$ cat src/hw/rtl/mbps_pkg.sv
package mbps_pkg;

	localparam int REG_BYTES = 16;
	localparam int LEN_W     = 5;
	localparam int ADDR_W    = 48;
	localparam int CNT_W     = 10;
	localparam int CFG_IDX_W = 3;
	localparam int CFG_DAT_W = 64;

	typedef logic [7:0] byte_t;
	typedef byte_t [REG_BYTES-1:0] pat_t;

	typedef enum logic [1:0] {
		CMD_CONT   = 2'd0,
		CMD_REGION = 2'd1,
		CMD_SEARCH = 2'd2,
		CMD_UNUSED = 2'd3
	} cmd_t;

	typedef enum logic [CFG_IDX_W-1:0] {
		REG_LENGTH   = 3'd0,
		REG_PAT_LOW  = 3'd1,
		REG_PAT_HIGH = 3'd2,
		REG_MASK     = 3'd3,
		REG_LIMIT    = 3'd4
	} reg_idx_t;

	typedef struct packed {
		logic shift;
		logic flush;
	} cell_ctl_t;

endpackage

$ cat src/hw/rtl/mbps_cell.sv
module mbps_cell
	import mbps_pkg::*;
#(
	parameter int IDX = 0
) (
	input  logic             clk,
	input  logic             arst_n,
	input  cell_ctl_t        ctl,
	input  byte_t            prev_byte,
	input  logic             prev_valid,
	input  logic [LEN_W-1:0] eff_len,
	input  pat_t             pattern,
	input  logic [REG_BYTES-1:0] mask,
	output byte_t            cur_byte,
	output logic             cur_valid,
	output logic             ok
);

	localparam logic [6:0] POS = 7'(IDX);

	byte_t      byte_q;
	logic       valid_q;
	logic [6:0] len_x;
	logic [6:0] pidx_x;
	logic       in_use;
	logic [3:0] pidx;

	always_ff @(posedge clk or negedge arst_n) begin
		if (!arst_n) begin
			valid_q <= 1'b0;
		end else if (ctl.shift) begin
			valid_q <= ctl.flush ? 1'b0 : prev_valid;
		end
	end

	always_ff @(posedge clk) begin
		if (ctl.shift) begin
			byte_q <= ctl.flush ? 8'h00 : prev_byte;
		end
	end

	always_comb begin
		len_x  = {2'b00, eff_len};
		pidx_x = len_x - 7'd1 - POS;
		in_use = POS < len_x;
		pidx   = pidx_x[3:0];
		ok     = !in_use || (valid_q && (!mask[pidx] || byte_q == pattern[pidx]));
	end

	assign cur_byte  = byte_q;
	assign cur_valid = valid_q;

endmodule

$ cat src/hw/rtl/masked_byte_pattern_scan.sv
// Masked byte pattern scan: takes one byte item per cycle, back to back, while
// in_ready is high, and shifts it into a row of PAT_MAX window cells; each cell
// compares its byte with the pattern byte for its place, and a match is registered
// into the output stage from the compare stage. The match count sits in the output
// stage, so a stalled output holds at most one further byte in the compare stage
// before in_ready drops; bytes that give no result keep flowing while a result waits.
module masked_byte_pattern_scan
	import mbps_pkg::*;
#(
	parameter int PAT_MAX = 16
) (
	input  logic                 clk,
	input  logic                 arst_n,
	input  logic                 in_valid,
	output logic                 in_ready,
	input  logic [1:0]           command,
	input  logic [7:0]           data_byte,
	input  logic [ADDR_W-1:0]    byte_address,
	output logic                 out_valid,
	input  logic                 out_ready,
	output logic [ADDR_W-1:0]    match_address,
	output logic [CNT_W-1:0]     match_number,
	output logic                 limit_reached,
	input  logic                 cfg_we,
	input  logic [CFG_IDX_W-1:0] cfg_index,
	input  logic [CFG_DAT_W-1:0] cfg_data
);

	localparam logic [LEN_W-1:0] CAP_LEN =
		LEN_W'(PAT_MAX < REG_BYTES ? PAT_MAX : REG_BYTES);

	logic [LEN_W-1:0]     length_q;
	logic [63:0]          pat_low_q;
	logic [63:0]          pat_high_q;
	logic [REG_BYTES-1:0] mask_q;
	logic [CNT_W-1:0]     limit_q;

	logic [LEN_W-1:0] eff_len;
	pat_t             pattern;

	byte_t              cell_byte [PAT_MAX];
	logic [PAT_MAX-1:0] cell_valid;
	logic [PAT_MAX-1:0] cell_ok;
	cell_ctl_t          ctl_head;
	cell_ctl_t          ctl_tail;

	logic              s1_valid_s1;
	logic              s1_byte_s1;
	logic              s1_search_s1;
	logic [ADDR_W-1:0] s1_addr_s1;

	logic [CNT_W-1:0]  count_q;
	logic              out_valid_q;
	logic [ADDR_W-1:0] out_addr_q;
	logic [CNT_W-1:0]  out_num_q;
	logic              out_last_q;

	logic              accept;
	cmd_t              cmd;
	logic              hit;
	logic              emit;
	logic              out_free;
	logic              s1_adv;
	logic [CNT_W-1:0]  count_next;
	logic [ADDR_W-1:0] first_addr;

	always_ff @(posedge clk or negedge arst_n) begin
		if (!arst_n) begin
			length_q   <= LEN_W'(1);
			pat_low_q  <= '0;
			pat_high_q <= '0;
			mask_q     <= '1;
			limit_q    <= CNT_W'(500);
		end else if (cfg_we) begin
			unique case (cfg_index)
				REG_LENGTH:   length_q   <= cfg_data[LEN_W-1:0];
				REG_PAT_LOW:  pat_low_q  <= cfg_data;
				REG_PAT_HIGH: pat_high_q <= cfg_data;
				REG_MASK:     mask_q     <= cfg_data[REG_BYTES-1:0];
				REG_LIMIT:    limit_q    <= cfg_data[CNT_W-1:0];
				default:      ;
			endcase
		end
	end

	always_comb begin
		if (length_q == '0) begin
			eff_len = LEN_W'(1);
		end else if (length_q > CAP_LEN) begin
			eff_len = CAP_LEN;
		end else begin
			eff_len = length_q;
		end
		pattern = {pat_high_q, pat_low_q};
	end

	assign cmd    = cmd_t'(command);
	assign accept = in_valid && in_ready;

	always_comb begin
		ctl_head.shift = accept && (cmd != CMD_UNUSED);
		ctl_head.flush = cmd == CMD_SEARCH;
		ctl_tail.shift = ctl_head.shift;
		ctl_tail.flush = (cmd == CMD_SEARCH) || (cmd == CMD_REGION);
	end

	for (genvar k = 0; k < PAT_MAX; k++) begin : g_cell
		if (k == 0) begin : g_head
			mbps_cell #(.IDX(k)) u_cell (
				.clk        (clk),
				.arst_n     (arst_n),
				.ctl        (ctl_head),
				.prev_byte  (data_byte),
				.prev_valid (1'b1),
				.eff_len    (eff_len),
				.pattern    (pattern),
				.mask       (mask_q),
				.cur_byte   (cell_byte[k]),
				.cur_valid  (cell_valid[k]),
				.ok         (cell_ok[k])
			);
		end else begin : g_body
			mbps_cell #(.IDX(k)) u_cell (
				.clk        (clk),
				.arst_n     (arst_n),
				.ctl        (ctl_tail),
				.prev_byte  (cell_byte[k-1]),
				.prev_valid (cell_valid[k-1]),
				.eff_len    (eff_len),
				.pattern    (pattern),
				.mask       (mask_q),
				.cur_byte   (cell_byte[k]),
				.cur_valid  (cell_valid[k]),
				.ok         (cell_ok[k])
			);
		end
	end

	always_comb begin
		hit        = &cell_ok;
		emit       = s1_valid_s1 && s1_byte_s1 && hit && (count_q < limit_q);
		out_free   = !out_valid_q || out_ready;
		s1_adv     = !s1_valid_s1 || !emit || out_free;
		count_next = count_q + CNT_W'(1);
		first_addr = s1_addr_s1 - ADDR_W'(eff_len - LEN_W'(1));
	end

	assign in_ready = s1_adv;

	always_ff @(posedge clk or negedge arst_n) begin
		if (!arst_n) begin
			s1_valid_s1 <= 1'b0;
		end else if (s1_adv) begin
			s1_valid_s1 <= accept;
		end
	end

	always_ff @(posedge clk) begin
		if (s1_adv) begin
			s1_byte_s1   <= (cmd == CMD_CONT) || (cmd == CMD_REGION);
			s1_search_s1 <= cmd == CMD_SEARCH;
			s1_addr_s1   <= byte_address;
		end
	end

	always_ff @(posedge clk or negedge arst_n) begin
		if (!arst_n) begin
			count_q     <= '0;
			out_valid_q <= 1'b0;
		end else begin
			if (s1_adv && s1_valid_s1 && s1_search_s1) begin
				count_q <= '0;
			end else if (s1_adv && emit) begin
				count_q <= count_next;
			end
			if (s1_adv && emit) begin
				out_valid_q <= 1'b1;
			end else if (out_ready) begin
				out_valid_q <= 1'b0;
			end
		end
	end

	always_ff @(posedge clk) begin
		if (s1_adv && emit) begin
			out_addr_q <= first_addr;
			out_num_q  <= count_next;
			out_last_q <= count_next == limit_q;
		end
	end

	assign out_valid     = out_valid_q;
	assign match_address = out_addr_q;
	assign match_number  = out_num_q;
	assign limit_reached = out_last_q;

endmodule
$ cat config.mk
export PLATFORM = sky130hd
export DESIGN_NAME = masked_byte_pattern_scan
export DESIGN_NICKNAME = d
export VERILOG_FILES = /design/src/hw/rtl/mbps_pkg.sv /design/src/hw/rtl/mbps_cell.sv /design/src/hw/rtl/masked_byte_pattern_scan.sv
export SDC_FILE = /design/constraint.sdc
export NUM_CORES = 1
export LEC_CHECK = 0
export BUFFER_PORTS_ARGS = -buffer_cell sky130_fd_sc_hd__buf_2
export CORE_MARGIN = 3
export CORE_UTILIZATION = 60
export DETAILED_ROUTE_END_ITERATION = 8
export PLACE_DENSITY = 0.8
export SYNTH_ARGS = -nofsm -noshare
export SYNTH_HDL_FRONTEND = slang
export SYNTH_SLANG_ARGS = --single-unit
$ cat constraint.sdc
create_clock -name clk -period 24.7 [get_ports clk]
set_input_delay 4.94 -clock clk [delete_from_list [all_inputs] [get_ports clk]]
set_output_delay 4.94 -clock clk [all_outputs]
set_load 0.02 [all_outputs]
==> out/metrics.csv, run 1 <==
stage;metric;value;unit
outcome;status;finished, final reports clean;
power_and_ir_drop;Logic pwr share;0.558;
power_and_ir_drop;worst ir drop on vdd;0.0837;mV
setup_path;number of cells on the worst reg-to-reg path;19;
sta;final period utilization;0.531;
setup_path;CP Depth;19;
place;Placer Congestion;1.09;
floorplan;Rows;77;
setup_path;kind of critical path;flip-flop to output pin;
clocking;post-cts gate resize count;0;
clocking;Num CTS Buffers;45;
power_and_ir_drop;Sw Pwr;0.00153;W
power_and_ir_drop;Overall Power;0.00378;W
sta;clock skew;0.0252;ns
clocking;post-CTS setup buffer count;0;
sta;Worst slew margin;0.245;
clocking;H-tree Lvls;2;
setup_path;CP required;19.76;ns
synth;Mapped Area;27300;sq um
setup_path;Most common cell on crit path;ha_1;
power_and_ir_drop;P_leak;11.5;nW
floorplan;Chip Height;219;um
synth;syn_area_per_cell;13.3;sq um
drt;1st-iter DRT viols;3484;
floorplan;Total Die Area;48100;sq um
drt;DR vias;20100;
setup_path;startpoint types;flip-flop;
setup_path;Worst Path Arrival;8.17;ns
setup_path;CP Cell Sequence;nor2b_1, a21o_4, inv_4, ha_1, xnor2_4, inv_2, ha_1, and2_1, a21o_1, nor2_2, mux4_2, xor2_1, nor3_1, nand3_1, a31oi_1, and4_1, nand3_2, buf_4, buf_2;
drt;Post-Route WL;88.6;mm
global_route;Tot GR Track Use;0.373;
synth;synth warn;0;
power_and_ir_drop;switching part of the total;0.405;
synth;Mapped Cells;2059;
power_and_ir_drop;Sequential Power Share;0.260;
setup_path;Worst setup EP type;output pin;
setup_path;slowest cell on the critical path;dfstp_2;
setup_path;CP top delay family;simple AND/OR/NAND/NOR gates;
synth;post-synthesis cell type count;81;
power_and_ir_drop;power density cells;125;nW/um^2
job;maxcap violations;0;
place;IO Port Bufs;190;
global_route;number of global-route vias before repair;19300;
min_path;Hold Path Stages;1;
global_route;largest net degree at the start of global routing;116;
sta;RSZ-0062 raised after global routing;false;
drt;routed len/inst;31.2;um
layout;area added between synthesis and finish;10.7;%
sta;Fin. Hold Viols;0;
setup_path;delay of the slowest critical-path stage;0.98;ns
sta;Tightest Pin Transition;1.13;ns
drt;drt first pass iters;5;
synth;Post-synth EDFFs;237;
clocking;Clk Latency, worst-skew pair;0.59;ns
setup_path;crit-path max FO;52;
layout;fillcell total;3096;
drt;DR DRC count;0;
synth;sequential area share after synthesis;0.433;
clocking;CTS tree;done;
global_route;antenna violations before repair;2;
drt;post-route ant nets;0;
synth;largest cells by area after synthesis;edfxtp_1, mux4_2, dfrtp_1;
clocking;clk sinks;424;
setup_path;WP buf/inv;4;
clocking;clk buf depth;3;
floorplan;Core Area;44600;sq um
sta;post-route minimum period;13.11;ns
synth;Synth area leader;edfxtp_1;
global_route;gr ovfl total;0;
layout;share of layout cells above drive strength 1;0.328;
sta;final setup fails;0;
layout;nets;2415;
place;Final HPWL DP;68.2;mm
drt;Via-to-Cell Ratio;7.06;
power_and_ir_drop;Clock Power Share;0.182;
synth;Synth Net Count;2262;
sta;Max Fclk;76.3;MHz
synth;Main synth FF type;edfxtp_1;
sta;Slew Viols, Final;0;
floorplan;Ports;191;
sta;setup TNS;0;ns
power_and_ir_drop;internal power;0.00225;W
synth;number of synthesized register bits;424;
clocking;CTS root buffer;clkbuf_16;
min_path;hold crit path type;flip-flop to flip-flop;
clocking;hold-fix buffer count after cts;0;
global_route;global-route wire length before repair;130;mm
synth;Synth top area share;0.261;
floorplan;Die Span X;219;um
clocking;clk slew on worst S/H paths;0.06;ns
synth;fraction of registers with async set/reset;0.441;
floorplan;Starting Density;0.612;
metal layers:
| metal | GRT usage | routed length, um | share of wire |
|---|---|---|---|
| met1 | 0.532 | 34500 | 0.39 |
| met2 | 0.546 | 38700 | 0.44 |
| met3 | 0.101 | 11100 | 0.13 |
| met4 | 0.155 | 4200 | 0.047 |
| met5 | 0 | 13 | 0.00015 |
power groups by stage:
stage | registers [W] | logic, W | clock network, W
3_5_place_dp | 0.000991 | 0.00204 | 0
3_3_place_gp | 0.000982 | 0.00201 | 0
6_report | 0.000984 | 0.00211 | 0.000686
2_1_floorplan | 0.000931 | 0.00155 | 0
5_1_grt | 0.000994 | 0.00220 | 0.000722
4_1_cts | 0.000979 | 0.00205 | 0.000692
cell usage in the layout (no fill, tap or decap), types with 9 or more instances in the layout:
cell and count:
a31oi_1 9, nor2b_1 138, edfxtp_1 237, nor3_1 22, a221o_1 15, a21oi_1 81
buf_2 189, o21a_1 9, inv_1 50, and3_1 31, dfstp_2 23, nand2b_1 17
dfrtp_1 164, a211oi_1 18, clkbuf_16 47, mux2_2 165, xor2_1 43, buf_4 25
o21ai_0 58, nor2_1 48, a21o_1 32, nand3_1 38, mux2i_1 35, a22oi_1 13
clkbuf_1 10, ha_1 70, mux4_2 230, nand2_1 71, nand4_1 23, o211ai_1 12
xnor2_1 141
logic make-up (layout without fill, tap and decap cells):
kind of cell / Yosys count / count (layout) / share of synthesized area
adder cells (fa/ha/maj): 75 / 75 / 0.0344
other: 0 / 4 / 0
flip-flops: 424 / 424 / 0.433
buffers and inverters: 166 / 353 / 0.0266
XOR/XNOR: 189 / 189 / 0.0620
multiplexers: 430 / 430 / 0.270
AND/OR/NAND/NOR: 430 / 430 / 0.0863
AO/OA/AOI/OAI: 345 / 345 / 0.0873
final timing paths:
kind / from / endpoint / slack, ns
min in group asynchronous: arst_n / pat_high_q[44] / 4.50
setup / recovery: length_q[0] / in_ready / 11.59
setup reg to reg: length_q[0] / g_cell[0].g_head.u_cell.cur_byte[6] / 15.18
max in group asynchronous: arst_n / g_cell[6].g_body.u_cell.cur_valid / 18.63
hold reg to reg: limit_q[0] / limit_q[0] / 0.52
hold / removal: limit_q[0] / limit_q[0] / 0.52
metrics by stage:
step | utilization | cells | setup slack, ns | cell area (sq um) | hold slack (ns)
final | 0.678 | 2842 | 11.59 | 30200 | 0.516
after global routing | 0.678 | 2839 | 11.10 | 30200 | 0.555
after CTS | 0.678 | 2838 | 11.65 | 30200 | 0.520
after detailed placement | 0.645 | 2757 | 12.30 | 28800 | 0.503
after global placement | 0.645 | 2757 | 12.49 | 28800 | 0.515
after floorplan | - | 2059 | 13.10 | 27300 | 0.480
Yosys cell counts, types with 7 or more instances:
library cell	count
nand2b_1	17
o211ai_1	12
nand2_1	71
clkbuf_1	71
nand3_1	40
o21ai_0	59
a21o_1	33
a21oi_1	81
ha_1	72
a211oi_1	18
nor2_1	49
buf_6	7
and3_1	31
buf_4	7
inv_1	52
nand4_1	23
nor2b_1	138
nor3_1	23
a22oi_1	13
mux2_2	165
a31oi_1	9
nor4_1	8
a32o_1	7
dfstp_2	23
xnor2_1	141
a222oi_1	8
xor2_1	43
buf_2	19
mux2i_1	35
edfxtp_1	237
a221o_1	15
mux4_2	230
o21a_1	9
o311ai_0	8
dfrtp_1	164
state kept, by name (all words and copies together) (netlist names):
register and count:
pat_low_q 64, length_q 5, s1_search_s1 1, s1_valid_s1 1
pat_high_q 64, count_q 10, s1_byte_s1 1, g_cell.g_head.u_cell.cur_byte 8
match_address 48, g_cell.g_head.u_cell.cur_valid 1, g_cell.g_body.u_cell.cur_byte 120, mask_q 16
s1_addr_s1 48, out_valid 1, match_number 10, limit_reached 1
limit_q 10, g_cell.g_body.u_cell.cur_valid 15
final cells by class:
type / count / area (sq um) / area share
repair buffers: 215 / 1140 / 0.0378
inverters: 57 / 219 / 0.00724
clock buffers: 59 / 1240 / 0.0410
clock inverters: 22 / 241 / 0.00798
flip-flops and latches: 424 / 11800 / 0.391
well taps: 592 / 741 / 0.0245
multi-input cells: 1469 / 14800 / 0.490
diodes: 4 / 10.0 / 0.000331
Note: power is estimated with default switching activity, not from simulation.
==> run 2: changes to the inputs <==
Settings changed: CORE_UTILIZATION 60 to 56, PLACE_DENSITY 0.8 to 0.79.
Clock period 24.7 ns to 10.8 ns, I/O delays scaled along.
==> out/metrics.csv, run 2 (synthesis results as in run 1) <==
stage;metric;value;unit;change
drt;Via-to-Cell Ratio;6.96;;was 7.06
setup_path;Worst setup EP type;output pin;;unchanged
power_and_ir_drop;worst ir drop on vdd;0.161;mV;was 0.0837 mV
outcome;status;finished, final reports clean;;unchanged
setup_path;CP Cell Sequence;nor2_4, a21o_4, inv_4, ha_1, xnor2_4, inv_2, ha_1, and2_1, a21o_1, nor2_2, mux4_2, xor2_1, nor3_1, nand3_1, a31oi_1, and4_1, nand3_2, buf_2;;was nor2b_1, a21o_4, inv_4, ha_1, xnor2_4, inv_2, ha_1, and2_1, a21o_1, nor2_2, mux4_2, xor2_1, nor3_1, nand3_1, a31oi_1, and4_1, nand3_2, buf_4, buf_2
place;Final HPWL DP;69.0;mm;was 68.2 mm
sta;PnR worst setup slack;1.05;ns;was 11.59 ns
setup_path;number of cells on the worst reg-to-reg path;19;;unchanged
setup_path;Worst Path Arrival;7.59;ns;was 8.17 ns
layout;nets;2422;;was 2415
layout;most frequent cells in the layout;edfxtp_1, mux4_2, buf_2, mux2_2, dfrtp_1;;unchanged
sta;clock skew;0.0148;ns;was 0.0252 ns
floorplan;Starting Density;0.570;;was 0.612
clocking;CTS root buffer;clkbuf_16;;unchanged
layout;max reg flops;120;;unchanged
min_path;hold crit path type;flip-flop to flip-flop;;unchanged
floorplan;Die Span X;227;um;was 219 um
clocking;hold-fix buffer count after cts;0;;unchanged
floorplan;Ports;191;;unchanged
clocking;clk buf depth;3;;unchanged
layout;most common cell after layout, fill and taps aside;edfxtp_1;;unchanged
global_route;gr ovfl total;0;;unchanged
sta;final setup fails;0;;unchanged
drt;Post-Route WL;89.2;mm;was 88.6 mm
clocking;Clk Latency, worst-skew pair;0.59;ns;about the same
power_and_ir_drop;Overall Power;0.00862;W;was 0.00378 W
sta;Tightest Pin Transition;1.23;ns;was 1.13 ns
global_route;GRT busiest layer;met2;;unchanged
floorplan;Core Area;47900;sq um;was 44600 sq um
drt;post-route ant nets;0;;unchanged
layout;Final Instance Count excl. Fillers;2872;;was 2842
floorplan;Rows;80;;was 77
setup_path;Most common cell on crit path;ha_1;;unchanged
sta;Worst slew margin;0.180;;was 0.245
global_route;Tot GR Track Use;0.348;;was 0.373
setup_path;slowest cell on the critical path;nor2_2;;was dfstp_2
sta;Max Fclk;103;MHz;
layout;area added between synthesis and finish;10.9;%;was 10.7%
clocking;post-CTS setup buffer count;0;;unchanged
clocking;H-tree Lvls;2;;unchanged
global_route;antenna violations before repair;4;;was 2
clocking;CTS tree;done;;unchanged
floorplan;Chip Height;227;um;was 219 um
sta;Slew Viols, Final;0;;unchanged
setup_path;startpoint types;flip-flop;;unchanged
clocking;clk slew on worst S/H paths;0.06;ns;about the same
drt;routed len/inst;31.0;um;was 31.2 um
global_route;largest net degree at the start of global routing;109;;was 116
drt;DR vias;20000;;was 20.1k
setup_path;kind of critical path;flip-flop to output pin;;unchanged
power_and_ir_drop;power density cells;284;nW/um^2;was 125 nW/um^2
sta;Fin. Hold Viols;0;;unchanged
clocking;Num CTS Buffers;45;;unchanged
global_route;met2 GRT Util;0.513;;was 0.546
place;Place WS;1.77;ns;was 12.30 ns
floorplan;Total Die Area;51500;sq um;was 48100 sq um
drt;1st-iter DRT viols;2708;;was 3484
sta;setup TNS;0;ns;unchanged
setup_path;delay of the slowest critical-path stage;0.83;ns;was 0.98 ns
sta;Fin Hold WS;0.515;ns;was 0.516 ns
global_route;global-route wire length before repair;129;mm;was 130 mm
place;dpl cells;2787;;was 2757
drt;drt first pass iters;6;;was 5
drt;DR DRC count;0;;unchanged
clocking;post-cts gate resize count;0;;unchanged
setup_path;CP required;8.64;ns;was 19.76 ns
sta;final period utilization;0.902;;
clocking;clk sinks;424;;unchanged
global_route;met1 GRT Util;0.493;;was 0.532
sta;post-route minimum period;9.75;ns;
setup_path;crit-path max FO;39;;was 52
global_route;number of global-route vias before repair;19000;;was 19.3k
min_path;Hold Path Stages;1;;unchanged
place;Placer Congestion;1.07;;was 1.09
sta;RSZ-0062 raised after global routing;false;;unchanged
layout;share of layout cells above drive strength 1;0.330;;was 0.328
global_route;grt met3 use;0.0798;;was 0.101
power_and_ir_drop;P_leak;11.5;nW;about the same
place;IO Port Bufs;190;;unchanged
job;maxcap violations;0;;unchanged
run 2: layer usage:
| layer | up-vias | routed length [um] |
|---|---|---|
| met3 | 241 | 10100 |
| met1 | 10100 | 35000 |
| met4 | 0 | 5120 |
| met2 | 1292 | 39000 |
| met5 | - | 0 |
| li1 | 8396 | - |
run 2: path summary, 6_finish.rpt:
check                       startpoint                                   to  slack [ns]
min in group asynchronous       arst_n                        pat_low_q[42]        1.70
setup reg to reg           length_q[4]  g_cell[1].g_body.u_cell.cur_byte[1]        1.70
max in group asynchronous       arst_n                          s1_valid_s1        7.47
hold reg to reg             limit_q[0]                           limit_q[0]        0.52
hold / removal              limit_q[0]                           limit_q[0]        0.52
setup / recovery           length_q[4]                             in_ready        1.05
run 2: where the power goes:
part	internal, W	switching, W	total (W)
Combinational	0.00226	0.00255	0.00482
Sequential	0.00197	0.000305	0.00228
Clock	0.000870	0.000651	0.00152
Total	0.00510	0.00351	0.00862
run 2: area by class of cell:
cell class              instances  area (sq um)
inverters                      57           219
flip-flops and latches        424         11800
clock inverters                16           101
well taps                     615           769
multi-input cells            1469         14800
diodes                          2          5.00
fillers                      3593         17700
repair buffers                222          1200
clock buffers                  67          1350
run 2: worst max-delay path, delay by kind of cell, from the launching register on:
family                     cells  cell delay [ns]
AOI/OAI and AO/OA              3             1.09
xor gates and xnor gates       2             0.37
adders and majority gates      2             0.77
buffers and inverters          3             0.92
DFF                            1             0.73
muxes                          1             0.62
and+or+nand+nor                7             2.44
run 2: per-stage QoR:
stage / util / cell area (sq um)
finish: 0.632 / 30300
global route: 0.632 / 30300
CTS: 0.632 / 30300
detailed placement: 0.601 / 28800
global placement: 0.601 / 28800
floorplan: - / 27300
